==> config.mk <==
export PLATFORM = sky130hd
export DESIGN_NAME = touch_matrix_baseline_detector
export DESIGN_NICKNAME = d
export VERILOG_FILES = /design/src/rtl/tmbd_pkg.sv /design/src/rtl/tmbd_ram.sv /design/src/rtl/tmbd_ctrl.sv /design/src/rtl/tmbd_datapath.sv /design/src/rtl/touch_matrix_baseline_detector.sv
export SDC_FILE = /design/constraint.sdc
export NUM_CORES = 1
export LEC_CHECK = 0
export BUFFER_PORTS_ARGS = -buffer_cell sky130_fd_sc_hd__buf_2
export CAP_MARGIN = 20
export CORE_UTILIZATION = 60
export CTS_BUF_LIST = sky130_fd_sc_hd__clkbuf_8
export DETAILED_ROUTE_END_ITERATION = 7
export HOLD_SLACK_MARGIN = 0.05
export PLACE_DENSITY = 0.82
export SLEW_MARGIN = 20
export SYNTH_ARGS = -nofsm -noshare
export SYNTH_HDL_FRONTEND = slang
export SYNTH_HIERARCHICAL = 1
export SYNTH_SLANG_ARGS = --single-unit
==> constraint.sdc <==
create_clock -name clk -period 6.8 [get_ports clk]
set_input_delay 1.36 -clock clk [delete_from_list [all_inputs] [get_ports clk]]
set_output_delay 1.36 -clock clk [all_outputs]
set_load 0.05 [all_outputs]
==> src/rtl/tmbd_pkg.sv <==
// ----------------------------------------------------------------------------
// tmbd_pkg
// shared constants, field widths, state and control types of the touch
// matrix baseline detector
// ----------------------------------------------------------------------------
package tmbd_pkg;

  // default geometry
  localparam int NUM_STRINGS_DEF   = 6;
  localparam int NUM_FRETS_DEF     = 7;
  localparam int HISTORY_WIDTH_DEF = 8;

  // field widths
  localparam int STRING_W   = 3;
  localparam int FRET_W     = 3;
  localparam int COUNT_W    = 16;
  localparam int HIST_OUT_W = 8;
  localparam int MASK_OUT_W = 7;

  // arithmetic widths
  localparam int BASE_W    = 17;
  localparam int WEIGHT_W  = 8;
  localparam int PROD_W    = BASE_W + WEIGHT_W;
  localparam int ACC_W     = PROD_W + 1;
  localparam int DIVISOR_W = WEIGHT_W + 1;
  localparam int DIV_CNT_W = $clog2(ACC_W);

  // stream widths
  localparam int S_TDATA_W = 24;
  localparam int S_TUSER_W = 2;
  localparam int M_TDATA_W = 24;

  // constants
  localparam logic [BASE_W-1:0]   MISSING_COUNT   = 17'd99999;
  localparam logic [BASE_W-1:0]   THRESHOLD_RESET = 17'd200;
  localparam logic [WEIGHT_W-1:0] WEIGHT_RESET    = 8'd50;

  // configuration port
  localparam int CFG_IDX_W  = 1;
  localparam int CFG_DATA_W = BASE_W;
  localparam logic [CFG_IDX_W-1:0] REG_THRESHOLD = 1'b0;
  localparam logic [CFG_IDX_W-1:0] REG_WEIGHT    = 1'b1;

  // item kinds
  localparam logic ACTION_EVALUATE = 1'b0;
  localparam logic ACTION_LOAD     = 1'b1;

  typedef enum logic [2:0] {
    ST_IDLE,
    ST_LOOKUP,
    ST_CALC,
    ST_DIVIDE,
    ST_UPDATE,
    ST_EMIT
  } state_t;

  typedef struct packed {
    logic accept;
    logic read;
    logic load_write;
    logic calc;
    logic div_step;
    logic update;
    logic emit;
  } ctrl_cmd_t;

  typedef struct packed {
    logic in_range;
    logic is_load;
    logic touch_hit;
    logic div_done;
    logic last_fret;
    logic out_busy;
  } ctrl_status_t;

endpackage

==> src/rtl/tmbd_ram.sv <==
// ----------------------------------------------------------------------------
// tmbd_ram
// generic single write port, single read port ram with registered read
// ----------------------------------------------------------------------------
module tmbd_ram #(
  parameter int WIDTH = 17,
  parameter int DEPTH = 42,
  parameter int ADDR_W = (DEPTH > 1) ? $clog2(DEPTH) : 1
) (
  input  logic              clk,
  input  logic              we,
  input  logic [ADDR_W-1:0] waddr,
  input  logic [WIDTH-1:0]  wdata,
  input  logic              re,
  input  logic [ADDR_W-1:0] raddr,
  output logic [WIDTH-1:0]  rdata
);

  logic [WIDTH-1:0] mem [DEPTH];

  always_ff @(posedge clk) begin
    if (we) begin
      mem[waddr] <= wdata;
    end
    if (re) begin
      rdata <= mem[raddr];
    end
  end

endmodule

==> src/rtl/tmbd_ctrl.sv <==
// ----------------------------------------------------------------------------
// tmbd_ctrl
// item sequencer: lookup, compare, serial divide, update and result hand-off
// ----------------------------------------------------------------------------
module tmbd_ctrl (
  input  logic                   clk,
  input  logic                   rst,
  input  logic                   s_tvalid,
  output logic                   s_tready,
  input  tmbd_pkg::ctrl_status_t status,
  output tmbd_pkg::ctrl_cmd_t    cmd
);

  tmbd_pkg::state_t state, state_next;

  always_ff @(posedge clk) begin
    if (rst) begin
      state <= tmbd_pkg::ST_IDLE;
    end else begin
      state <= state_next;
    end
  end

  always_comb begin
    state_next = state;
    unique case (state)
      tmbd_pkg::ST_IDLE: begin
        if (s_tvalid) state_next = tmbd_pkg::ST_LOOKUP;
      end
      tmbd_pkg::ST_LOOKUP: begin
        if (!status.in_range || status.is_load) state_next = tmbd_pkg::ST_IDLE;
        else state_next = tmbd_pkg::ST_CALC;
      end
      tmbd_pkg::ST_CALC: begin
        if (status.touch_hit) state_next = tmbd_pkg::ST_UPDATE;
        else state_next = tmbd_pkg::ST_DIVIDE;
      end
      tmbd_pkg::ST_DIVIDE: begin
        if (status.div_done) state_next = tmbd_pkg::ST_UPDATE;
      end
      tmbd_pkg::ST_UPDATE: begin
        if (status.last_fret) state_next = tmbd_pkg::ST_EMIT;
        else state_next = tmbd_pkg::ST_IDLE;
      end
      tmbd_pkg::ST_EMIT: begin
        if (!status.out_busy) state_next = tmbd_pkg::ST_IDLE;
      end
      default: state_next = tmbd_pkg::ST_IDLE;
    endcase
  end

  always_comb begin
    cmd      = '0;
    s_tready = 1'b0;
    unique case (state)
      tmbd_pkg::ST_IDLE: begin
        s_tready   = 1'b1;
        cmd.accept = s_tvalid;
      end
      tmbd_pkg::ST_LOOKUP: begin
        cmd.load_write = status.in_range && status.is_load;
        cmd.read       = status.in_range && !status.is_load;
      end
      tmbd_pkg::ST_CALC: begin
        cmd.calc = 1'b1;
      end
      tmbd_pkg::ST_DIVIDE: begin
        cmd.div_step = 1'b1;
      end
      tmbd_pkg::ST_UPDATE: begin
        cmd.update = 1'b1;
      end
      tmbd_pkg::ST_EMIT: begin
        cmd.emit = !status.out_busy;
      end
      default: begin
        cmd = '0;
      end
    endcase
  end

endmodule

==> src/rtl/tmbd_datapath.sv <==
// ----------------------------------------------------------------------------
// tmbd_datapath
// item registers, baseline memory, threshold compare, averaging divider,
// touch mask, per-string history and output register
// ----------------------------------------------------------------------------
module tmbd_datapath #(
  parameter int NUM_STRINGS   = tmbd_pkg::NUM_STRINGS_DEF,
  parameter int NUM_FRETS     = tmbd_pkg::NUM_FRETS_DEF,
  parameter int HISTORY_WIDTH = tmbd_pkg::HISTORY_WIDTH_DEF
) (
  input  logic                            clk,
  input  logic                            rst,
  input  tmbd_pkg::ctrl_cmd_t             cmd,
  output tmbd_pkg::ctrl_status_t          status,
  input  logic [tmbd_pkg::S_TDATA_W-1:0]  s_tdata,
  input  logic [tmbd_pkg::S_TUSER_W-1:0]  s_tuser,
  output logic                            m_tvalid,
  input  logic                            m_tready,
  output logic [tmbd_pkg::M_TDATA_W-1:0]  m_tdata,
  input  logic                            cfg_we,
  input  logic [tmbd_pkg::CFG_IDX_W-1:0]  cfg_index,
  input  logic [tmbd_pkg::CFG_DATA_W-1:0] cfg_data
);

  localparam int NUM_CELLS = NUM_STRINGS * NUM_FRETS;
  localparam int CELL_W    = (NUM_CELLS > 1) ? $clog2(NUM_CELLS) : 1;
  localparam int STR_IDX_W = (NUM_STRINGS > 1) ? $clog2(NUM_STRINGS) : 1;

  // configuration
  logic [tmbd_pkg::BASE_W-1:0]   touch_threshold;
  logic [tmbd_pkg::WEIGHT_W-1:0] filter_weight;

  always_ff @(posedge clk) begin
    if (rst) begin
      touch_threshold <= tmbd_pkg::THRESHOLD_RESET;
      filter_weight   <= tmbd_pkg::WEIGHT_RESET;
    end else if (cfg_we) begin
      unique case (cfg_index)
        tmbd_pkg::REG_THRESHOLD: touch_threshold <= cfg_data;
        tmbd_pkg::REG_WEIGHT:    filter_weight <= cfg_data[tmbd_pkg::WEIGHT_W-1:0];
        default: ;
      endcase
    end
  end

  // item registers
  logic                           action;
  logic                           captured;
  logic [tmbd_pkg::STRING_W-1:0]  string_idx;
  logic [tmbd_pkg::FRET_W-1:0]    fret_idx;
  logic [tmbd_pkg::COUNT_W-1:0]   capture_count;

  always_ff @(posedge clk) begin
    if (cmd.accept) begin
      action        <= s_tuser[0];
      captured      <= s_tuser[1];
      string_idx    <= s_tdata[2:0];
      fret_idx      <= s_tdata[5:3];
      capture_count <= s_tdata[21:6];
    end
  end

  logic [tmbd_pkg::BASE_W-1:0] sample;
  logic [CELL_W-1:0]           cell_addr;
  logic [STR_IDX_W-1:0]        str_sel;

  assign sample    = captured ? {1'b0, capture_count} : tmbd_pkg::MISSING_COUNT;
  assign cell_addr = CELL_W'(int'(string_idx) * NUM_FRETS + int'(fret_idx));
  assign str_sel   = STR_IDX_W'(string_idx);

  // baseline memory; entries never written since reset read as zero
  logic [NUM_CELLS-1:0]        base_valid;
  logic                        rd_valid;
  logic                        ram_we;
  logic [tmbd_pkg::BASE_W-1:0] ram_wdata;
  logic [tmbd_pkg::BASE_W-1:0] ram_rdata;
  logic [tmbd_pkg::BASE_W-1:0] base;
  logic                        touched;
  logic [tmbd_pkg::ACC_W-1:0]  acc;

  assign ram_we    = cmd.load_write || (cmd.update && !touched);
  assign ram_wdata = cmd.load_write ? sample : acc[tmbd_pkg::BASE_W-1:0];

  tmbd_ram #(
    .WIDTH (tmbd_pkg::BASE_W),
    .DEPTH (NUM_CELLS),
    .ADDR_W(CELL_W)
  ) u_baseline_ram (
    .clk  (clk),
    .we   (ram_we),
    .waddr(cell_addr),
    .wdata(ram_wdata),
    .re   (cmd.read),
    .raddr(cell_addr),
    .rdata(ram_rdata)
  );

  always_ff @(posedge clk) begin
    if (rst) begin
      base_valid <= '0;
    end else if (ram_we) begin
      base_valid[cell_addr] <= 1'b1;
    end
  end

  always_ff @(posedge clk) begin
    if (cmd.read) begin
      rd_valid <= base_valid[cell_addr];
    end
  end

  assign base = rd_valid ? ram_rdata : '0;

  // threshold compare and weighted sum
  logic [tmbd_pkg::BASE_W:0]    limit;
  logic                         touch_hit;
  logic [tmbd_pkg::PROD_W-1:0]  prod;

  assign limit     = {1'b0, base} + {1'b0, touch_threshold};
  assign touch_hit = {1'b0, sample} > limit;
  assign prod      = base * filter_weight;

  // restoring divide by 1 + weight, one quotient bit per cycle
  logic [tmbd_pkg::DIVISOR_W-1:0] divisor;
  logic [tmbd_pkg::DIVISOR_W-1:0] rem;
  logic [tmbd_pkg::DIVISOR_W:0]   trial;
  logic                           q_bit;
  logic [tmbd_pkg::DIV_CNT_W-1:0] div_cnt;

  assign divisor = {1'b0, filter_weight} + tmbd_pkg::DIVISOR_W'(1);
  assign trial   = {rem, acc[tmbd_pkg::ACC_W-1]};
  assign q_bit   = trial >= {1'b0, divisor};

  always_ff @(posedge clk) begin
    if (cmd.calc) begin
      touched <= touch_hit;
      acc     <= tmbd_pkg::ACC_W'(prod) + tmbd_pkg::ACC_W'(sample);
      rem     <= '0;
      div_cnt <= tmbd_pkg::DIV_CNT_W'(tmbd_pkg::ACC_W - 1);
    end else if (cmd.div_step) begin
      acc     <= {acc[tmbd_pkg::ACC_W-2:0], q_bit};
      rem     <= q_bit ? tmbd_pkg::DIVISOR_W'(trial - {1'b0, divisor})
                       : trial[tmbd_pkg::DIVISOR_W-1:0];
      div_cnt <= div_cnt - tmbd_pkg::DIV_CNT_W'(1);
    end
  end

  // touch mask of the string being scanned
  logic [NUM_FRETS-1:0] touch_mask;
  logic                 last_fret;

  assign last_fret = int'(fret_idx) == NUM_FRETS - 1;

  always_ff @(posedge clk) begin
    if (rst) begin
      touch_mask <= '0;
    end else if (cmd.update) begin
      if (fret_idx == '0) begin
        touch_mask <= {{(NUM_FRETS-1){1'b0}}, touched};
      end else begin
        for (int j = 1; j < NUM_FRETS; j++) begin
          if (int'(fret_idx) == j) touch_mask[j] <= touched;
        end
      end
    end
  end

  // open string history per string
  logic [HISTORY_WIDTH-1:0] history [NUM_STRINGS];
  logic [HISTORY_WIDTH-1:0] history_next;

  generate
    if (HISTORY_WIDTH > 1) begin : g_hist_shift
      assign history_next = {history[str_sel][HISTORY_WIDTH-2:0], touch_mask[0]};
    end else begin : g_hist_bit
      assign history_next = touch_mask[0];
    end
  endgenerate

  always_ff @(posedge clk) begin
    if (rst) begin
      for (int i = 0; i < NUM_STRINGS; i++) history[i] <= '0;
    end else if (cmd.emit) begin
      history[str_sel] <= history_next;
    end
  end

  // result fields
  logic [tmbd_pkg::FRET_W-1:0]     fret_position;
  logic [tmbd_pkg::HIST_OUT_W-1:0] hist_out;
  logic [tmbd_pkg::MASK_OUT_W-1:0] mask_out;

  always_comb begin
    fret_position = '0;
    for (int j = NUM_FRETS - 1; j >= 1; j--) begin
      if (touch_mask[j]) fret_position = tmbd_pkg::FRET_W'(j);
    end
  end

  always_comb begin
    hist_out = '0;
    for (int i = 0; i < tmbd_pkg::HIST_OUT_W; i++) begin
      if (i < HISTORY_WIDTH) hist_out[i] = history_next[i];
    end
  end

  always_comb begin
    mask_out = '0;
    for (int i = 0; i < tmbd_pkg::MASK_OUT_W; i++) begin
      if (i < NUM_FRETS) mask_out[i] = touch_mask[i];
    end
  end

  // output register
  always_ff @(posedge clk) begin
    if (rst) begin
      m_tvalid <= 1'b0;
    end else if (cmd.emit) begin
      m_tvalid <= 1'b1;
    end else if (m_tready) begin
      m_tvalid <= 1'b0;
    end
  end

  always_ff @(posedge clk) begin
    if (cmd.emit) begin
      m_tdata <= {3'b000, mask_out, hist_out, fret_position, string_idx};
    end
  end

  assign status.in_range  = (int'(string_idx) < NUM_STRINGS) && (int'(fret_idx) < NUM_FRETS);
  assign status.is_load   = action == tmbd_pkg::ACTION_LOAD;
  assign status.touch_hit = touch_hit;
  assign status.div_done  = div_cnt == '0;
  assign status.last_fret = last_fret;
  assign status.out_busy  = m_tvalid && !m_tready;

endmodule

==> src/rtl/touch_matrix_baseline_detector.sv <==
// ----------------------------------------------------------------------------
// touch_matrix_baseline_detector
// capacitive touch detection with per-cell baseline tracking
// ----------------------------------------------------------------------------
// One item carries one capture for one (string, fret) cell; a cleared
// captured flag substitutes the count 99999. A load item copies the sample
// into the cell baseline. An evaluate item compares the sample against
// baseline plus touch_threshold and, when not touched, moves the baseline to
// (baseline*weight + sample)/(1 + weight), truncated. The divide is bit
// serial over the 26-bit weighted sum and runs only for an untouched
// evaluate. On the last fret the result goes to the output register,
// waiting while that register is still held by the sink. Items are
// processed one at a time. Frets are expected in order 0 to NUM_FRETS-1;
// the last fret yields one result item with the lowest touched fret above
// zero (zero if none), the string's open string history and its touch
// mask. Baselines read as zero after reset through per-cell valid flags, so
// no clearing pass is needed. Items with out-of-range indexes are dropped.
// ----------------------------------------------------------------------------
module touch_matrix_baseline_detector #(
  parameter int NUM_STRINGS   = tmbd_pkg::NUM_STRINGS_DEF,
  parameter int NUM_FRETS     = tmbd_pkg::NUM_FRETS_DEF,
  parameter int HISTORY_WIDTH = tmbd_pkg::HISTORY_WIDTH_DEF
) (
  input  logic                            clk,
  input  logic                            rst,
  // input items
  input  logic                            s_tvalid,
  output logic                            s_tready,
  // string_index[2:0], fret_index[5:3], capture_count[21:6], zero pad
  input  logic [tmbd_pkg::S_TDATA_W-1:0]  s_tdata,
  // action[0], captured[1]
  input  logic [tmbd_pkg::S_TUSER_W-1:0]  s_tuser,
  // result items
  output logic                            m_tvalid,
  input  logic                            m_tready,
  // string_index_out[2:0], fret_position[5:3], open_string_history[13:6],
  // touch_mask[20:14], zero pad
  output logic [tmbd_pkg::M_TDATA_W-1:0]  m_tdata,
  // configuration
  input  logic                            cfg_we,
  input  logic [tmbd_pkg::CFG_IDX_W-1:0]  cfg_index,
  input  logic [tmbd_pkg::CFG_DATA_W-1:0] cfg_data
);

  tmbd_pkg::ctrl_cmd_t    cmd;
  tmbd_pkg::ctrl_status_t status;

  tmbd_ctrl u_ctrl (
    .clk     (clk),
    .rst     (rst),
    .s_tvalid(s_tvalid),
    .s_tready(s_tready),
    .status  (status),
    .cmd     (cmd)
  );

  tmbd_datapath #(
    .NUM_STRINGS  (NUM_STRINGS),
    .NUM_FRETS    (NUM_FRETS),
    .HISTORY_WIDTH(HISTORY_WIDTH)
  ) u_datapath (
    .clk      (clk),
    .rst      (rst),
    .cmd      (cmd),
    .status   (status),
    .s_tdata  (s_tdata),
    .s_tuser  (s_tuser),
    .m_tvalid (m_tvalid),
    .m_tready (m_tready),
    .m_tdata  (m_tdata),
    .cfg_we   (cfg_we),
    .cfg_index(cfg_index),
    .cfg_data (cfg_data)
  );

endmodule

Word-level counts from Yosys, hierarchy flattened --
Memory sizes are Yosys's and may differ from the RTL's. A register that Yosys moved wholly into a read port is not among the register bits. Cells that the tools add are included.
Operators by class: order comparisons 6, bitwise logic cells 2, multiply operators 2, equal/unequal tests 14, $add $sub $neg 6, multiplexer cells 49, reductions and logical operators 36
Operators with widths (count):
- two-way mux 26 bit | 2
- two-way mux 17 bit | 3
- bitwise OR 42 bit | 1
- two-way mux 3 bit | 10
- adder 25 x 17 -> 26 bit | 1
- multiplier 17 x 8 -> 25 bit | 1
- two-way mux 1 bit | 24
- adder 17 x 17 -> 18 bit | 1
- equality test 3 bit, second input constant | 6
- greater-than comparator 17 x 18 -> 1 bit | 1
- case mux 3 bit (6 select lines) | 1
- AND reduction 2 bit | 9
- nonzero test 2 bit | 8
- equality test 3 x 2 -> 1 bit, second input constant | 4
- greater-or-equal comparator 10 x 9 -> 1 bit | 1
- adder 8 x 1 -> 9 bit, second input constant | 1
- two-way mux 9 bit | 1
- subtractor 9 bit | 1
- two-way mux 2 bit | 4
- two-way mux 8 bit | 1
- OR reduction 8 bit | 1
- < comparator 6 x 7 -> 1 bit, second input constant | 1
- adder 6 x 4 -> 6 bit | 1
- binary-select mux 1 bit (select 6 bit) | 1
- other kinds (16) | 30
Storage, ports and cells: register bits after elaboration 165, logic and storage cells 142, memory bits (writable) 762, memories kept 2
Memory list:
- u_datapath.u_baseline_ram.mem | depth 42, width 17, rd ports 1, clocked after Yosys merged registers in 1, wr ports 1, line tmbd_ram.sv:19 | logic [WIDTH-1:0] mem [DEPTH];
- u_datapath.history | depth 6, width 8, rd ports 1, clocked after Yosys merged registers in 1, wr ports 6, line tmbd_datapath.sv:169 | logic [HISTORY_WIDTH-1:0] history [NUM_STRINGS];

Logic depth before layout (Yosys ltp) --
word-level depth 9, mapped depth 24

By module --
Netlist, hierarchy kept.
By module, submodules not included:
- tmbd_ram | area each 28706.3 um^2, cells each 1480, sequential area each 21951.1 um^2, instances 1
- tmbd_datapath | area each 15940.3 um^2, cells each 1642, sequential area each 5685.5 um^2, instances 1
- tmbd_ctrl | area each 260.2 um^2, cells each 38, sequential area each 60.1 um^2, instances 1

Worst setup path after synthesis --
Ideal clock, no wire load.
path type register to register, from register u_datapath/filter_weight[1] (netlist name), to register u_datapath/acc[21] (netlist name) (data pin), slack 1.561 ns, data arrival time 4.973 ns, path buffers 2, stages on the path, launching flop included 19, setup time 0.265 ns, path through dfxtp_1 > clkbuf_1 > clkbuf_1 > nand2_1 > fa_1 > inv_1 > fa_1 > fa_1 > inv_1 > fa_1 > inv_1 > ha_1 > o21a_1 > o211ai_2 > a211oi_1 > or3_4 > a211o_1 > nor4b_1 > or3_1
On the way: longest elaborated chain between the ends 3
Ends and longest elaborated chain:
- start: declaration | line tmbd_datapath.sv:31 | logic [tmbd_pkg::WEIGHT_W-1:0] filter_weight;
- start signal: assignment | line tmbd_datapath.sv:36 | filter_weight <= tmbd_pkg::WEIGHT_RESET;
- start signal: assignment | line tmbd_datapath.sv:40 | tmbd_pkg::REG_WEIGHT: filter_weight <= cfg_data[tmbd_pkg::WEIGHT_W-1:0];
- multiplier 17 x 8 -> 25 bit | line tmbd_datapath.sv:121 | assign prod = base * filter_weight;
- adder 25 x 17 -> 26 bit | line tmbd_datapath.sv:137 | acc <= tmbd_pkg::ACC_W'(prod) + tmbd_pkg::ACC_W'(sample);
- two-way mux 26 bit | line tmbd_datapath.sv:135 | if (cmd.calc) begin
- end signal: assignment | line tmbd_datapath.sv:137
- end signal: assignment | line tmbd_datapath.sv:141 | acc <= {acc[tmbd_pkg::ACC_W-2:0], q_bit};
- end: declaration | line tmbd_datapath.sv:79 | logic [tmbd_pkg::ACC_W-1:0] acc;
Every way passes these cells. A chain may end at the register's enable or synchronous reset.

Worst setup path in the final report --
from register u_datapath.rd_valid, to register u_datapath/acc[25] (netlist name) (data pin)
On the way: longest elaborated chain between the ends 4
Ends and longest elaborated chain:
- start: declaration | line tmbd_datapath.sv:73 | logic rd_valid;
- start signal: assignment | line tmbd_datapath.sv:108 | rd_valid <= base_valid[cell_addr];
- two-way mux 17 bit | line tmbd_datapath.sv:112 | assign base = rd_valid ? ram_rdata : '0;
- multiplier 17 x 8 -> 25 bit | line tmbd_datapath.sv:121
- adder 25 x 17 -> 26 bit | line tmbd_datapath.sv:137
- two-way mux 26 bit | line tmbd_datapath.sv:135
Every way passes these cells.

==> flow_metrics.py <==
metrics = {
    "timing": {
        "setup_viol": 0,
        "fin_crit_ns": 6.05,
        "hold_viol_final": 0,
        "clock_skew_ns": 0.0464,
        "slew_violations": 0,
        "post-route-period-util": 0.890,
        "fmax_ghz": 0.165,
        "setup_tns_ns": 0,
        "worstMarginPinSlew_ns": 1.03,
        "rsz0062_at_grt": "no",
        "slew_headroom": 0.315,
    },
    "routing": {
        "vias_per_cell": 6.22,
        "wl_mm": 102,
        "vias": 27200,
        "drtIter0Drc": 2695,
        "ant_nets": 0,
        "drcViolationCount": 0,
        "dr.pass1.iters": 6,
        "wl_per_cell_um": 23.3,
    },
    "critical_path": {
        "setup.worst_path.end": "u_datapath/acc[25]",
        "path_common_cell": "fa_1",
        "crit_type": "reg2reg",
        "regToRegStartpoint": "u_datapath/rd_valid",
        "r2r_cells": 15,
        "cp-end-kind": "flip-flop",
        "r2r-end": "u_datapath/acc[25]",
        "critPathArrivalTime_ns": 6.55,
        "crit_family": "adder cells",
        "path_buf_inv": 4,
        "critPathMaxStageDelay_ns": 0.86,
        "r2r_setup_slack_ns": 0.75,
        "slowest_stage": "edfxtp_1",
        "worst_ep_required_time_ns": 7.30,
        "worstSetupStartpoint": "u_datapath/rd_valid",
        "critPathLaunchType": "flip-flop",
        "path_cells": "buf_12, and2_1, nand2_1, fa_1, inv_1, fa_1, fa_1, inv_1, fa_1, inv_1, ha_1, a21o_1, o311ai_0, a21oi_1, o311ai_0",
        "cp_num_cells": 15,
        "cp_max_fo": 54,
    },
    "outcome": {
        "status": "finished clean",
    },
    "clock_tree": {
        "cts.htree.levels": 4,
        "postCtsSetupBuffers": 0,
        "holdBufCountCts": 0,
        "cts_repair_resize_count": 0,
        "cts-root-buf": "clkbuf_8",
        "cts_buffer_depth": 3,
        "clkLatencyLatePin_ns": 0.81,
        "numClockSinks": 954,
        "numCtsBuffers": 150,
        "cts_tree": "done",
        "clk_pin_slew_ns": 0.05,
    },
    "min_path": {
        "hold_class": "reg2reg",
    },
    "synthesis": {
        "syn_area_per_cell_um2": 14.2,
        "synth_ff_type": "edfxtp_1",
        "synth.top_cell.area_share": 0.574,
        "synth_warnings": 6,
        "yosys.area.top_type": "edfxtp_1",
        "postSynthCellCount": 3160,
        "synthTopCellsByArea": "edfxtp_1 (57%), mux2i_1 (6.7%), fa_1 (5.0%), dfxtp_1 (4.2%), ha_1 (2.9%)",
        "synth_most_common_cell": "edfxtp_1",
        "synthDistinctLibCells": 77,
        "ys_ff_latch": 954,
        "synth-edff-count": 859,
        "synthArstFlopShare": 0,
        "synth_seq_area_share": 0.617,
        "synthTopCellsByCount": "edfxtp_1 (859), mux2i_1 (300), nand2_1 (211), inv_1 (200), nor2_1 (191)",
        "syn_area_mm2": 0.0449,
    },
    "power_and_ir_drop": {
        "irDropWorstVdd_mv": 0.274,
        "p_leak_nw": 19.0,
        "total_power_mw": 16.3,
        "powerDensity_mw_per_mm2": 330,
    },
    "place": {
        "io_buffers": 69,
        "dp_hpwl_mm": 65.0,
        "dp.cells": 4094,
        "gp_congestion": 0.911,
    },
    "cells_and_area": {
        "final_cell_count_no_fill": 4379,
        "syn_to_final_growth_pct": 10.0,
        "fillCellCount": 4900,
        "drive_gt1_frac": 0.156,
        "fin_nets": 3561,
    },
    "floorplan": {
        "die_area_mm2": 0.0759,
        "ios": 75,
        "placementRows": 99,
        "start_util": 0.611,
        "core_area_mm2": 0.0735,
        "die-width_um": 276,
        "die_h_um": 276,
    },
    "run": {
        "maxCapViolations": 0,
    },
    "grt": {
        "first_global_vias": 27600,
        "grt_max_degree": 99,
        "grt_overflow": 0,
        "antenna_found_initial": 3,
        "grt_pass1_wl_mm": 155,
        "globalRouteTotalUtil": 0.272,
    },
}
[registers in the layout, summed over array words and instances (netlist names), 7 cells and up, named ones only]
register	cells
u_datapath/u_baseline_ram/rdata	17
u_datapath/rem	9
u_datapath/u_baseline_ram/mem	714
u_datapath/mask_out	7
u_datapath/base_valid	42
u_datapath/acc	26
u_datapath/m_tdata	20
u_datapath/touch_threshold	17
u_datapath/history	56
u_datapath/filter_weight	8
u_datapath/capture_count	16
[placed cells by master (no fill, tap or decap), drive strengths merged, types with 14 or more instances in the layout]
cell type,n
nand3,14
nand2b,32
a22o,36
o211ai,22
mux4,50
clkinv,54
dfxtp,95
nor3,21
o41ai,17
a221oi,37
a21o,26
nor2b,25
nand2,211
xnor2,22
mux2i,300
buf,154
clkbuf,159
inv,259
o22ai,25
and2,25
a22oi,71
and3,101
mux2,56
a21oi,163
o21ai,37
nor2,191
xor2,22
ha,105
fa,113
edfxtp,859
[cell type report]
cell class | instances | area (µm²) | area share
antenna | 2 | 5.00 | 0.000101
clock buffer | 159 | 2190 | 0.0443
clock inverter | 117 | 609 | 0.0123
inverter | 200 | 751 | 0.0152
multi-input combinational | 1834 | 15800 | 0.319
sequential | 954 | 27700 | 0.561
tap | 959 | 1200 | 0.0243
timing repair buffer | 154 | 1180 | 0.0239
[cell families after synthesis]
family	Yosys count	synth area share
simple gates	664	0.0704
xor+xnor	44	0.00858
fa+ha+maj	218	0.0796
compound gates	499	0.0821
mux	406	0.106
other cells	1	0.0000835
flops	954	0.617
buf+inv	374	0.0364
[worst register-to-register path, stage by stage, from the launching register on]
cell and delay (ns):
edfxtp_1 0.86, buf_12 0.29, and2_1 0.38, nand2_1 0.14, fa_1 0.55, inv_1 0.05, fa_1 0.48, fa_1 0.49
inv_1 0.05, fa_1 0.54, inv_1 0.04, ha_1 0.38, a21o_1 0.21, o311ai_0 0.49, a21oi_1 0.18, o311ai_0 0.63
[metal layers]
metal  vias up  routed length (µm)  part of all wire  track usage
li1      12100                   -                 -            -
met1     13700               40200              0.39        0.360
met2      1303               49700              0.49        0.442
met3       196                9080             0.089       0.0556
met4         0                3160             0.031        0.110
met5         -                   0                 0            0
[power by group]
group	internal (mW)	switching, mW	total (mW)
logic	1.84	3.19	5.03
clock network	2.24	2.24	4.48
registers	6.65	0.142	6.80
[metrics by stage]
stage / util / setup slack (ns) / area (µm²) / hold slack (ns)
after floorplan: - / 1.56 / 44900 / 0.429
after global placement: 0.632 / 0.893 / 46400 / 0.442
after detailed placement: 0.632 / 0.822 / 46400 / 0.454
after CTS: 0.670 / 0.809 / 49200 / 0.468
after global routing: 0.673 / 0.475 / 49400 / 0.477
final: 0.673 / 0.748 / 49400 / 0.469
[how the worst min path moves through the flow]
stage | slack, ns | end | start | cells past startpoint
after floorplan | 0.43 | u_datapath/base_valid[36] | u_datapath/base_valid[36] | 2
after global placement | 0.44 | u_datapath/base_valid[3] | u_datapath/base_valid[3] | 2
after detailed placement | 0.45 | u_datapath/base_valid[26] | u_datapath/base_valid[26] | 2
after CTS | 0.47 | u_datapath/touch_threshold[2] | u_datapath/touch_threshold[2] | 2
after global routing | 0.48 | u_datapath/touch_threshold[0] | u_datapath/touch_threshold[0] | 2
final | 0.47 | u_datapath/touch_threshold[0] | u_datapath/touch_threshold[0] | 2
No activity file was read; power rests on OpenSTA's default activity.
